$ cat src/sv/string_to_signed_long_parser_core_macros.svh
// assertion macros for the string to signed long parser
`ifndef STRING_TO_SIGNED_LONG_PARSER_CORE_MACROS_SVH
`define STRING_TO_SIGNED_LONG_PARSER_CORE_MACROS_SVH

// same-cycle implication, sampled on clk_i, off while in reset
`define STSL_ASSERT_IMPL(lbl, ante, cons, msg) \
  lbl: assert property (@(posedge clk_i) disable iff (!rst_ni) (ante) |-> (cons)) \
    else $error(msg);

// next-cycle implication, sampled on clk_i, off while in reset
`define STSL_ASSERT_NEXT(lbl, ante, cons, msg) \
  lbl: assert property (@(posedge clk_i) disable iff (!rst_ni) (ante) |=> (cons)) \
    else $error(msg);

`endif

$ cat src/sv/stsl_pkg.sv
// shared types, constants and functions of the string to signed long parser
package stsl_pkg;

  localparam int unsigned MAX_LEN     = 4096;
  localparam int unsigned POS_W       = $clog2(MAX_LEN + 1);
  localparam int unsigned OFS_W       = 13;
  localparam int unsigned VAL_W       = 64;
  localparam int unsigned BASE_W      = 6;
  localparam int unsigned CHAR_W      = 8;
  localparam int unsigned DIGIT_W     = 6;
  localparam int unsigned NO_DIGIT    = 36;
  localparam int unsigned MAX_RADIX   = 36;
  localparam int unsigned FIFO_DEPTH  = 2;

  localparam logic [BASE_W-1:0] RADIX_RESET = BASE_W'(10);
  localparam logic [BASE_W-1:0] BASE_AUTO   = BASE_W'(0);
  localparam logic [BASE_W-1:0] BASE_BAD    = BASE_W'(1);
  localparam logic [BASE_W-1:0] BASE_OCT    = BASE_W'(8);
  localparam logic [BASE_W-1:0] BASE_DEC    = BASE_W'(10);
  localparam logic [BASE_W-1:0] BASE_HEX    = BASE_W'(16);

  localparam logic [CHAR_W-1:0] CH_TAB   = 8'h09;
  localparam logic [CHAR_W-1:0] CH_CR    = 8'h0D;
  localparam logic [CHAR_W-1:0] CH_SPACE = 8'h20;
  localparam logic [CHAR_W-1:0] CH_PLUS  = 8'h2B;
  localparam logic [CHAR_W-1:0] CH_MINUS = 8'h2D;
  localparam logic [CHAR_W-1:0] CH_0     = 8'h30;
  localparam logic [CHAR_W-1:0] CH_9     = 8'h39;
  localparam logic [CHAR_W-1:0] CH_UA    = 8'h41;
  localparam logic [CHAR_W-1:0] CH_UX    = 8'h58;
  localparam logic [CHAR_W-1:0] CH_UZ    = 8'h5A;
  localparam logic [CHAR_W-1:0] CH_LA    = 8'h61;
  localparam logic [CHAR_W-1:0] CH_LX    = 8'h78;
  localparam logic [CHAR_W-1:0] CH_LZ    = 8'h7A;
  localparam logic [CHAR_W-1:0] LETTER_OFS = 8'd10;

  typedef enum logic [1:0] {
    STAT_OK      = 2'd0,
    STAT_RANGE   = 2'd1,
    STAT_BADBASE = 2'd2
  } status_e;

  typedef struct packed {
    logic [DIGIT_W-1:0] digit;
    logic               is_ws;
    logic               is_sign;
    logic               is_minus;
    logic               is_zero;
    logic               is_x;
    logic               last;
    logic [BASE_W-1:0]  radix;
  } item_t;

  function automatic logic [DIGIT_W-1:0] digit_of(input logic [CHAR_W-1:0] c);
    logic [DIGIT_W-1:0] d;
    d = DIGIT_W'(NO_DIGIT);
    if (c >= CH_0 && c <= CH_9) begin
      d = DIGIT_W'(c - CH_0);
    end else if (c >= CH_LA && c <= CH_LZ) begin
      d = DIGIT_W'(c - CH_LA + LETTER_OFS);
    end else if (c >= CH_UA && c <= CH_UZ) begin
      d = DIGIT_W'(c - CH_UA + LETTER_OFS);
    end
    return d;
  endfunction

  function automatic logic base_invalid(input logic [BASE_W-1:0] b);
    return (b == BASE_BAD) || (b > BASE_W'(MAX_RADIX));
  endfunction

endpackage

$ cat src/sv/stsl_front.sv
// front end: radix register, input handshake and byte classification
module stsl_front (
  input  logic                        clk_i,
  input  logic                        rst_ni,
  input  logic                        in_valid_i,
  output logic                        in_ready_o,
  input  logic [stsl_pkg::CHAR_W-1:0] char_code_i,
  input  logic                        last_i,
  input  logic                        cfg_valid_i,
  output logic                        cfg_ready_o,
  input  logic [stsl_pkg::BASE_W-1:0] radix_i,
  input  logic                        full_i,
  output logic                        push_o,
  output stsl_pkg::item_t             item_o
);
  import stsl_pkg::*;

  logic [BASE_W-1:0] radix_q;

  always_ff @(posedge clk_i or negedge rst_ni) begin
    if (!rst_ni) begin
      radix_q <= RADIX_RESET;
    end else if (cfg_valid_i) begin
      radix_q <= radix_i;
    end
  end

  assign cfg_ready_o = 1'b1;
  assign in_ready_o  = !full_i;
  assign push_o      = in_valid_i && !full_i;

  always_comb begin
    item_o.digit    = digit_of(char_code_i);
    item_o.is_ws    = (char_code_i == CH_SPACE) ||
                      (char_code_i >= CH_TAB && char_code_i <= CH_CR);
    item_o.is_sign  = (char_code_i == CH_MINUS) || (char_code_i == CH_PLUS);
    item_o.is_minus = (char_code_i == CH_MINUS);
    item_o.is_zero  = (char_code_i == CH_0);
    item_o.is_x     = (char_code_i == CH_LX) || (char_code_i == CH_UX);
    item_o.last     = last_i;
    item_o.radix    = radix_q;
  end

endmodule

$ cat src/sv/stsl_fifo.sv
// short queue of classified bytes between front and back end
module stsl_fifo (
  input  logic            clk_i,
  input  logic            rst_ni,
  input  logic            push_i,
  input  stsl_pkg::item_t wdata_i,
  output logic            full_o,
  output logic            valid_o,
  input  logic            pop_i,
  output stsl_pkg::item_t rdata_o
);
  import stsl_pkg::*;

  localparam int unsigned PTR_W = (FIFO_DEPTH > 1) ? $clog2(FIFO_DEPTH) : 1;
  localparam int unsigned CNT_W = $clog2(FIFO_DEPTH + 1);

  item_t            mem_q [FIFO_DEPTH];
  logic [PTR_W-1:0] wr_ptr_q, wr_ptr_d;
  logic [PTR_W-1:0] rd_ptr_q, rd_ptr_d;
  logic [CNT_W-1:0] count_q, count_d;

  function automatic logic [PTR_W-1:0] ptr_inc(input logic [PTR_W-1:0] p);
    return (p == PTR_W'(FIFO_DEPTH - 1)) ? '0 : p + PTR_W'(1);
  endfunction

  assign full_o  = (count_q == CNT_W'(FIFO_DEPTH));
  assign valid_o = (count_q != '0);
  assign rdata_o = mem_q[rd_ptr_q];

  always_comb begin
    wr_ptr_d = push_i ? ptr_inc(wr_ptr_q) : wr_ptr_q;
    rd_ptr_d = pop_i ? ptr_inc(rd_ptr_q) : rd_ptr_q;
    count_d  = count_q;
    if (push_i && !pop_i) begin
      count_d = count_q + CNT_W'(1);
    end else if (pop_i && !push_i) begin
      count_d = count_q - CNT_W'(1);
    end
  end

  always_ff @(posedge clk_i or negedge rst_ni) begin
    if (!rst_ni) begin
      wr_ptr_q <= '0;
      rd_ptr_q <= '0;
      count_q  <= '0;
    end else begin
      wr_ptr_q <= wr_ptr_d;
      rd_ptr_q <= rd_ptr_d;
      count_q  <= count_d;
    end
  end

  always_ff @(posedge clk_i) begin
    if (push_i) begin
      mem_q[wr_ptr_q] <= wdata_i;
    end
  end

endmodule

$ cat src/sv/stsl_back.sv
// back end: parse state machine, accumulator and result register
`include "string_to_signed_long_parser_core_macros.svh"

module stsl_back (
  input  logic                              clk_i,
  input  logic                              rst_ni,
  input  logic                              ent_valid_i,
  input  stsl_pkg::item_t                   ent_i,
  output logic                              ent_pop_o,
  output logic                              out_valid_o,
  input  logic                              out_ready_i,
  output logic signed [stsl_pkg::VAL_W-1:0] value_o,
  output logic [stsl_pkg::OFS_W-1:0]        end_offset_o,
  output logic [1:0]                        status_o
);
  import stsl_pkg::*;

  typedef enum logic [2:0] {
    PH_WS,
    PH_SIGN,
    PH_ZERO,
    PH_HEXPFX,
    PH_DIGITS,
    PH_DONE
  } phase_e;

  localparam logic [VAL_W-1:0] LIMIT_POS = {1'b0, {(VAL_W-1){1'b1}}};
  localparam logic [VAL_W-1:0] LIMIT_NEG = {1'b1, {(VAL_W-1){1'b0}}};
  localparam int unsigned PROD_W = VAL_W + BASE_W;

  phase_e             phase_q, phase_d, ph;
  logic               neg_q, neg_d;
  logic [VAL_W-1:0]   acc_q, acc_d;
  logic               ovf_q, ovf_d;
  logic [BASE_W-1:0]  base_q, base_d, base;
  logic [POS_W-1:0]   pos_q, pos_d, pos_n;
  logic [POS_W-1:0]   end_q, end_d;
  logic               out_valid_q, out_valid_d;
  logic [VAL_W-1:0]   value_q, value_d;
  logic [OFS_W-1:0]   ofs_q, ofs_d;
  status_e            status_q, status_d;

  logic               first, start, want, take, over, load;
  logic [VAL_W-1:0]   limit;
  logic [PROD_W-1:0]  prod;
  logic [PROD_W:0]    sum;

  assign ent_pop_o = ent_valid_i && (!ent_i.last || !out_valid_q || out_ready_i);
  assign load      = ent_pop_o && ent_i.last;

  always_comb begin
    first = (pos_q == '0);
    base  = first ? ent_i.radix : base_q;
    ph    = (first && base_invalid(base)) ? PH_DONE : phase_q;
    pos_n = (pos_q < POS_W'(MAX_LEN)) ? pos_q + POS_W'(1) : pos_q;
    neg_d = neg_q;
    phase_d = ph;
    end_d = end_q;
    acc_d = acc_q;
    ovf_d = ovf_q;
    start = 1'b0;
    want  = 1'b0;

    case (ph)
      PH_WS: begin
        if (!ent_i.is_ws) begin
          if (ent_i.is_sign) begin
            neg_d   = ent_i.is_minus;
            phase_d = PH_SIGN;
          end else begin
            start = 1'b1;
          end
        end
      end
      PH_SIGN: begin
        start = 1'b1;
      end
      PH_ZERO: begin
        if (ent_i.is_x) begin
          base    = BASE_HEX;
          phase_d = PH_HEXPFX;
        end else begin
          if (base == BASE_AUTO) begin
            base = BASE_OCT;
          end
          want = 1'b1;
        end
      end
      PH_HEXPFX, PH_DIGITS: begin
        want = 1'b1;
      end
      default: begin
        want = 1'b0;
      end
    endcase

    if (start) begin
      if (ent_i.is_zero && (base == BASE_AUTO || base == BASE_HEX)) begin
        end_d   = pos_n;
        phase_d = PH_ZERO;
      end else begin
        if (base == BASE_AUTO) begin
          base = BASE_DEC;
        end
        want = 1'b1;
      end
    end

    take  = want && (ent_i.digit < base);
    limit = neg_q ? LIMIT_NEG : LIMIT_POS;
    prod  = PROD_W'(acc_q) * PROD_W'(base);
    sum   = (PROD_W + 1)'(prod) + (PROD_W + 1)'(ent_i.digit);
    over  = sum > (PROD_W + 1)'(limit);

    if (want) begin
      phase_d = take ? PH_DIGITS : PH_DONE;
    end
    if (take) begin
      end_d = pos_n;
      if (!ovf_q) begin
        if (over) begin
          ovf_d = 1'b1;
        end else begin
          acc_d = sum[VAL_W-1:0];
        end
      end
    end
    base_d = base;
    pos_d  = pos_n;

    if (base_invalid(base_d)) begin
      value_d  = '0;
      ofs_d    = '0;
      status_d = STAT_BADBASE;
    end else if (ovf_d) begin
      value_d  = limit;
      ofs_d    = OFS_W'(end_d);
      status_d = STAT_RANGE;
    end else begin
      value_d  = neg_q ? ('0 - acc_d) : acc_d;
      ofs_d    = OFS_W'(end_d);
      status_d = STAT_OK;
    end

    if (load) begin
      out_valid_d = 1'b1;
    end else if (out_ready_i) begin
      out_valid_d = 1'b0;
    end else begin
      out_valid_d = out_valid_q;
    end
  end

  always_ff @(posedge clk_i or negedge rst_ni) begin
    if (!rst_ni) begin
      phase_q     <= PH_WS;
      neg_q       <= 1'b0;
      acc_q       <= '0;
      ovf_q       <= 1'b0;
      base_q      <= BASE_AUTO;
      pos_q       <= '0;
      end_q       <= '0;
      out_valid_q <= 1'b0;
    end else begin
      out_valid_q <= out_valid_d;
      if (load) begin
        phase_q <= PH_WS;
        neg_q   <= 1'b0;
        acc_q   <= '0;
        ovf_q   <= 1'b0;
        base_q  <= BASE_AUTO;
        pos_q   <= '0;
        end_q   <= '0;
      end else if (ent_pop_o) begin
        phase_q <= phase_d;
        neg_q   <= neg_d;
        acc_q   <= acc_d;
        ovf_q   <= ovf_d;
        base_q  <= base_d;
        pos_q   <= pos_d;
        end_q   <= end_d;
      end
    end
  end

  always_ff @(posedge clk_i) begin
    if (load) begin
      value_q  <= value_d;
      ofs_q    <= ofs_d;
      status_q <= status_d;
    end
  end

  assign out_valid_o  = out_valid_q;
  assign value_o      = value_q;
  assign end_offset_o = ofs_q;
  assign status_o     = status_q;

  `STSL_ASSERT_IMPL(a_no_overwrite, out_valid_q && !out_ready_i, !load,
    "result register overwritten while stalled")
  `STSL_ASSERT_NEXT(a_clear_after_last, load,
    pos_q == '0 && phase_q == PH_WS && !ovf_q && acc_q == '0,
    "parse state not cleared after last byte")
  `STSL_ASSERT_IMPL(a_acc_pos_range, !neg_q, !acc_q[VAL_W-1],
    "positive magnitude above maximum")
  `STSL_ASSERT_IMPL(a_end_within_pos, 1'b1, end_q <= pos_q,
    "end mark beyond bytes seen")

endmodule

$ cat src/sv/string_to_signed_long_parser_core.sv
// top level of the streaming string to signed 64-bit integer parser
// path: queue entry, then result register, from the accepted last byte to its result
// throughput: one byte per cycle while the queue is not full (combinational multiply-add)
// a stalled result register stops the queue only once the next last byte reaches its head
// reset: asynchronous active low, clears parse state, queue and result valid
// reset: radix returns to 10, no clearing pass, bytes accepted right after reset
module string_to_signed_long_parser_core (
  input  logic                              clk_i,
  input  logic                              rst_ni,
  input  logic                              in_valid_i,
  output logic                              in_ready_o,
  input  logic [stsl_pkg::CHAR_W-1:0]       char_code_i,
  input  logic                              last_i,
  input  logic                              cfg_valid_i,
  output logic                              cfg_ready_o,
  input  logic [stsl_pkg::BASE_W-1:0]       radix_i,
  output logic                              out_valid_o,
  input  logic                              out_ready_i,
  output logic signed [stsl_pkg::VAL_W-1:0] value_o,
  output logic [stsl_pkg::OFS_W-1:0]        end_offset_o,
  output logic [1:0]                        status_o
);
  import stsl_pkg::*;

  item_t push_item, pop_item;
  logic  push, pop, full, q_valid;

  stsl_front u_front (
    .clk_i       (clk_i),
    .rst_ni      (rst_ni),
    .in_valid_i  (in_valid_i),
    .in_ready_o  (in_ready_o),
    .char_code_i (char_code_i),
    .last_i      (last_i),
    .cfg_valid_i (cfg_valid_i),
    .cfg_ready_o (cfg_ready_o),
    .radix_i     (radix_i),
    .full_i      (full),
    .push_o      (push),
    .item_o      (push_item)
  );

  stsl_fifo u_fifo (
    .clk_i   (clk_i),
    .rst_ni  (rst_ni),
    .push_i  (push),
    .wdata_i (push_item),
    .full_o  (full),
    .valid_o (q_valid),
    .pop_i   (pop),
    .rdata_o (pop_item)
  );

  stsl_back u_back (
    .clk_i        (clk_i),
    .rst_ni       (rst_ni),
    .ent_valid_i  (q_valid),
    .ent_i        (pop_item),
    .ent_pop_o    (pop),
    .out_valid_o  (out_valid_o),
    .out_ready_i  (out_ready_i),
    .value_o      (value_o),
    .end_offset_o (end_offset_o),
    .status_o     (status_o)
  );

endmodule
$ cat config.mk
export PLATFORM = sky130hd
export DESIGN_NAME = string_to_signed_long_parser_core
export DESIGN_NICKNAME = d
export VERILOG_FILES = /design/src/sv/stsl_pkg.sv /design/src/sv/stsl_front.sv /design/src/sv/stsl_fifo.sv /design/src/sv/stsl_back.sv /design/src/sv/string_to_signed_long_parser_core.sv
export VERILOG_INCLUDE_DIRS = /design/src /design/src/sv
export SDC_FILE = /design/constraint.sdc
export NUM_CORES = 1
export LEC_CHECK = 0
export BUFFER_PORTS_ARGS = -buffer_cell sky130_fd_sc_hd__clkbuf_2
export CORE_ASPECT_RATIO = 0.9
export CORE_UTILIZATION = 30
export CTS_CLUSTER_DIAMETER = 200
export DETAILED_ROUTE_END_ITERATION = 8
export SYNTH_ARGS = -nofsm -noshare
export SYNTH_HDL_FRONTEND = slang
export SYNTH_SLANG_ARGS = --single-unit
export TNS_END_PERCENT = 50
$ cat constraint.sdc
create_clock -name clk_i -period 34.9 [get_ports clk_i]
set_clock_uncertainty 0.2 [all_clocks]
set_input_delay 0 -clock clk_i [delete_from_list [all_inputs] [get_ports clk_i]]
set_output_delay 0 -clock clk_i [all_outputs]
set_load 0.01 [all_outputs]
==> impl_metrics.py <==
metrics = {
    "worst_hold_path": {
        "min-delay-start": "in_valid_i",
        "min_path_type": "input pin to flop",
    },
    "worst_setup_path": {
        "arrival_ns": 16.87,
        "r2r_slack_ns": 18.12,
        "worst-path-stages": 44,
        "r2r-end": "u_back.value_o[48]",
        "rr_worst_depth": 44,
        "critPathBufInv": 7,
        "cp-start-kind": "flop",
        "critPathTopFamily": "simple AND/OR/NAND/NOR gates",
        "end_kind": "flop",
        "endpoint": "u_back.value_o[48]",
        "slowest_delay_ns": 0.72,
        "r2r_start": "u_fifo.rd_ptr_q",
        "startpoint": "u_fifo.rd_ptr_q",
        "critPathRequiredTime_ns": 34.99,
        "cp_max_fo": 68,
        "slowest_stage": "a222oi_1",
        "path_class": "flop to flop",
    },
    "grt": {
        "grt_pass1_wl_um": 161900,
        "antenna_found_initial": 2,
        "grtUsageTotal_pct": 20.16,
        "grt_max_degree": 89,
        "grt_pass1_vias": 26460,
        "overflow": 0,
    },
    "power": {
        "p_total_mw": 2.168,
        "p_leak_nw": 15.53,
        "power.density_nw_per_um2": 65.68,
        "ir_drop_uv": 68.22,
    },
    "route": {
        "vias_per_cell": 5.686,
        "num_vias": 27680,
        "wl_per_cell_um": 21.39,
        "ant_nets": 0,
        "drtIter0Drc": 3016,
        "wirelength_um": 104100,
        "drcViolationCount": 0,
        "first_pass_iters": 5,
    },
    "yosys": {
        "synth.avg_cell_area_um2": 8.545,
        "synth_area_leaders": "fa_1 17%, edfxtp_1 11%, ha_1 9.6%",
        "synth_ff_type": "edfxtp_1",
        "yosys_warnings": 0,
        "yosysTopAreaCell": "fa_1",
        "ys_async_sr_fraction_pct": 49.34,
        "synth_nets": 4044,
        "synth_edf_count": 115,
        "ys_types": 117,
        "synth_seq_area_share_pct": 20.70,
        "synth.ff_latch_count": 227,
        "syn_area_um2": 30240,
        "synth_top_cell_area_share_pct": 16.68,
        "synthCells": 3539,
    },
    "die": {
        "die_w_um": 336.7,
        "io_pins": 102,
        "die_height_um": 303.2,
        "die_area_um2": 102100,
        "start_util_pct": 30.26,
        "fp-row-count": 110,
        "core_area_um2": 99920,
    },
    "layout": {
        "layoutNonFillerInstCount": 4867,
        "finalNetCount": 4008,
        "postLayoutCoreUtil_pct": 33.03,
        "fillers": 10530,
        "drive_gt1_share_pct": 7.976,
        "diodes": 0,
        "area_growth_pct": 9.128,
    },
    "clock_tree": {
        "cts_tree": "built",
        "worst_skew_pair.late_latency_ns": 0.59,
        "postCtsSetupBuffers": 0,
        "cts_buffer_depth": 3,
        "clk_pin_slew_worst_paths_ns": 0.06,
        "cts.sinks": 227,
        "cts.repair.resized": 0,
        "h-tree-depth": 1,
        "cts_root_buf": "clkbuf_16",
        "cts_buffers": 26,
    },
    "timing": {
        "rsz0062_at_grt": "false",
        "fin_crit_ns": 16.78,
        "period_share_pct": 48.08,
        "holdWs_ns": 0.1127,
        "finalHoldViolations": 0,
        "drv_slew": 0,
        "max_freq_mhz": 59.59,
        "max_slew_margin_pct": 26.44,
        "worst_slew_pin_slew_ns": 1.101,
        "finalSetupTns_ns": 0,
        "setup_violations": 0,
    },
    "run": {
        "cap_violations": 0,
    },
    "status": {
        "status": "complete, no violations",
    },
    "place": {
        "place_inst": 4790,
        "dpl.hpwl_um": 79860,
        "port_buffers": 100,
        "place.gp.congestion": 1.010,
    },
}
-- where the power goes --
| group | internal, mW | switching, mW | total (mW) |
|---|---|---|---|
| Sequential | 0.382 | 0.0623 | 0.444 |
| Clock | 0.159 | 0.129 | 0.288 |
| Combinational | 0.436 | 1.00 | 1.44 |
-- worst register-to-register path, delay by kind of cell (launching register included) --
family / cells / cell delay (ns)
simple gates: 13 / 5.03
compound gates: 14 / 4.20
fa+ha+maj: 7 / 3.20
buf+inv: 7 / 2.10
xor+xnor: 2 / 0.66
flops: 1 / 0.55
mux: 1 / 0.55
-- layout make-up --
| class | count | area [um^2] | area share (%) |
|---|---|---|---|
| clock inverters | 17 | 191.4 | 0.5801 |
| inverters | 215 | 807.0 | 2.446 |
| well taps | 1344 | 1682 | 5.096 |
| clock buffers | 31 | 689.4 | 2.089 |
| flip-flops and latches | 227 | 6262 | 18.98 |
| multi-input cells | 2864 | 22260 | 67.45 |
| repair buffers | 169 | 1111 | 3.367 |
-- stage by stage --
| stage | cell area (um^2) | worst slack [ns] |
|---|---|---|
| after CTS | 33000 | 18.34 |
| final | 33000 | 18.12 |
| after global placement | 31810 | 18.82 |
| after detailed placement | 31810 | 18.58 |
| after global routing | 33000 | 17.11 |
| after floorplan | 30240 | 22.59 |
-- repair_timing --
item | CTS | global route
setup endpoints to repair | 0 | 0
hold buffers | 29 | 0
hold endpoints to repair | 120 | 0
-- how the worst min path moves through the flow --
stage / endpoint / cells past startpoint
floorplan: u_back.acc_q[0] / 0
global placement: u_back.out_valid_o / 1
detailed placement: u_back.out_valid_o / 1
CTS: u_fifo.wr_ptr_q / 4
global route: u_fifo.wr_ptr_q / 4
finish: u_fifo.wr_ptr_q / 4
-- kinds of logic after synthesis --
kind of cell / after synthesis / share of synthesized area (%)
buf+inv: 448 / 6.008
fa+ha+maj: 485 / 26.32
simple gates: 1446 / 24.42
xor+xnor: 64 / 1.879
mux: 139 / 4.721
compound gates: 729 / 15.94
other cells: 1 / 0.01240
flops: 227 / 20.70
-- flip-flops by register name (all words and copies together) (netlist names), 6 cells and up --
| name | flops |
|---|---|
| u_back.acc_q | 64 |
| u_back.value_o | 64 |
| u_fifo.mem_q | 36 |
| u_back.end_offset_o | 13 |
| u_back.end_q | 13 |
| u_back.pos_q | 13 |
| u_back.base_q | 6 |
| u_front.radix_q | 6 |
-- cells in the final DEF, fill, tap and decap left out, types with 27 or more instances in the layout --
cell type,synthesis,routed
nand3_1,66,66
buf_4,10,41
mux2i_1,113,113
edfxtp_1,115,115
dlygate4sd3_1,0,28
a21o_1,37,37
and2_1,228,228
or4_1,27,27
a21oi_1,188,186
nor2_1,230,228
or3_1,48,48
dfrtp_1,110,109
clkbuf_2,1,99
nand2b_1,28,27
xnor2_1,37,37
nor4_1,47,47
nand4_1,80,80
fa_1,252,252
inv_1,215,213
o21ai_0,182,181
and3_1,69,69
a22o_1,31,31
nor3_1,87,87
nand2_1,444,444
ha_1,233,233
a211oi_1,40,40
-- Yosys cell counts (12+ instances only) --
cell       number
a22o_1         31
xnor2_1        37
nor2_1        230
a31oi_1        24
o21ai_0       182
edfxtp_1      115
nand2_1       444
o211ai_1       23
nand3_1        66
o2111ai_1      12
nor2b_1        12
dfrtp_1       110
o21a_1         12
a21o_1         37
clkbuf_1      174
a211oi_1       40
fa_1          252
ha_1          233
mux2_2         25
inv_1         215
o21bai_1       17
a21oi_1       188
buf_2          29
o31ai_1        17
and4_1         13
nor3_1         87
nand2b_1       28
nor4_1         47
mux2i_1       113
nand4_1        80
o21ai_1        17
or3_1          48
and2_1        228
or4_1          27
xor2_1         26
and3_1         69
-- layer usage --
metal,wire length [um],GRT usage [%],vias up
li1,-,-,12460
met5,0,0,-
met3,9678,3.014,156
met1,48300,30.66,13730
met2,44010,30.10,1331
met4,2118,3.690,0
Note: power is estimated with default switching activity, not from simulation.
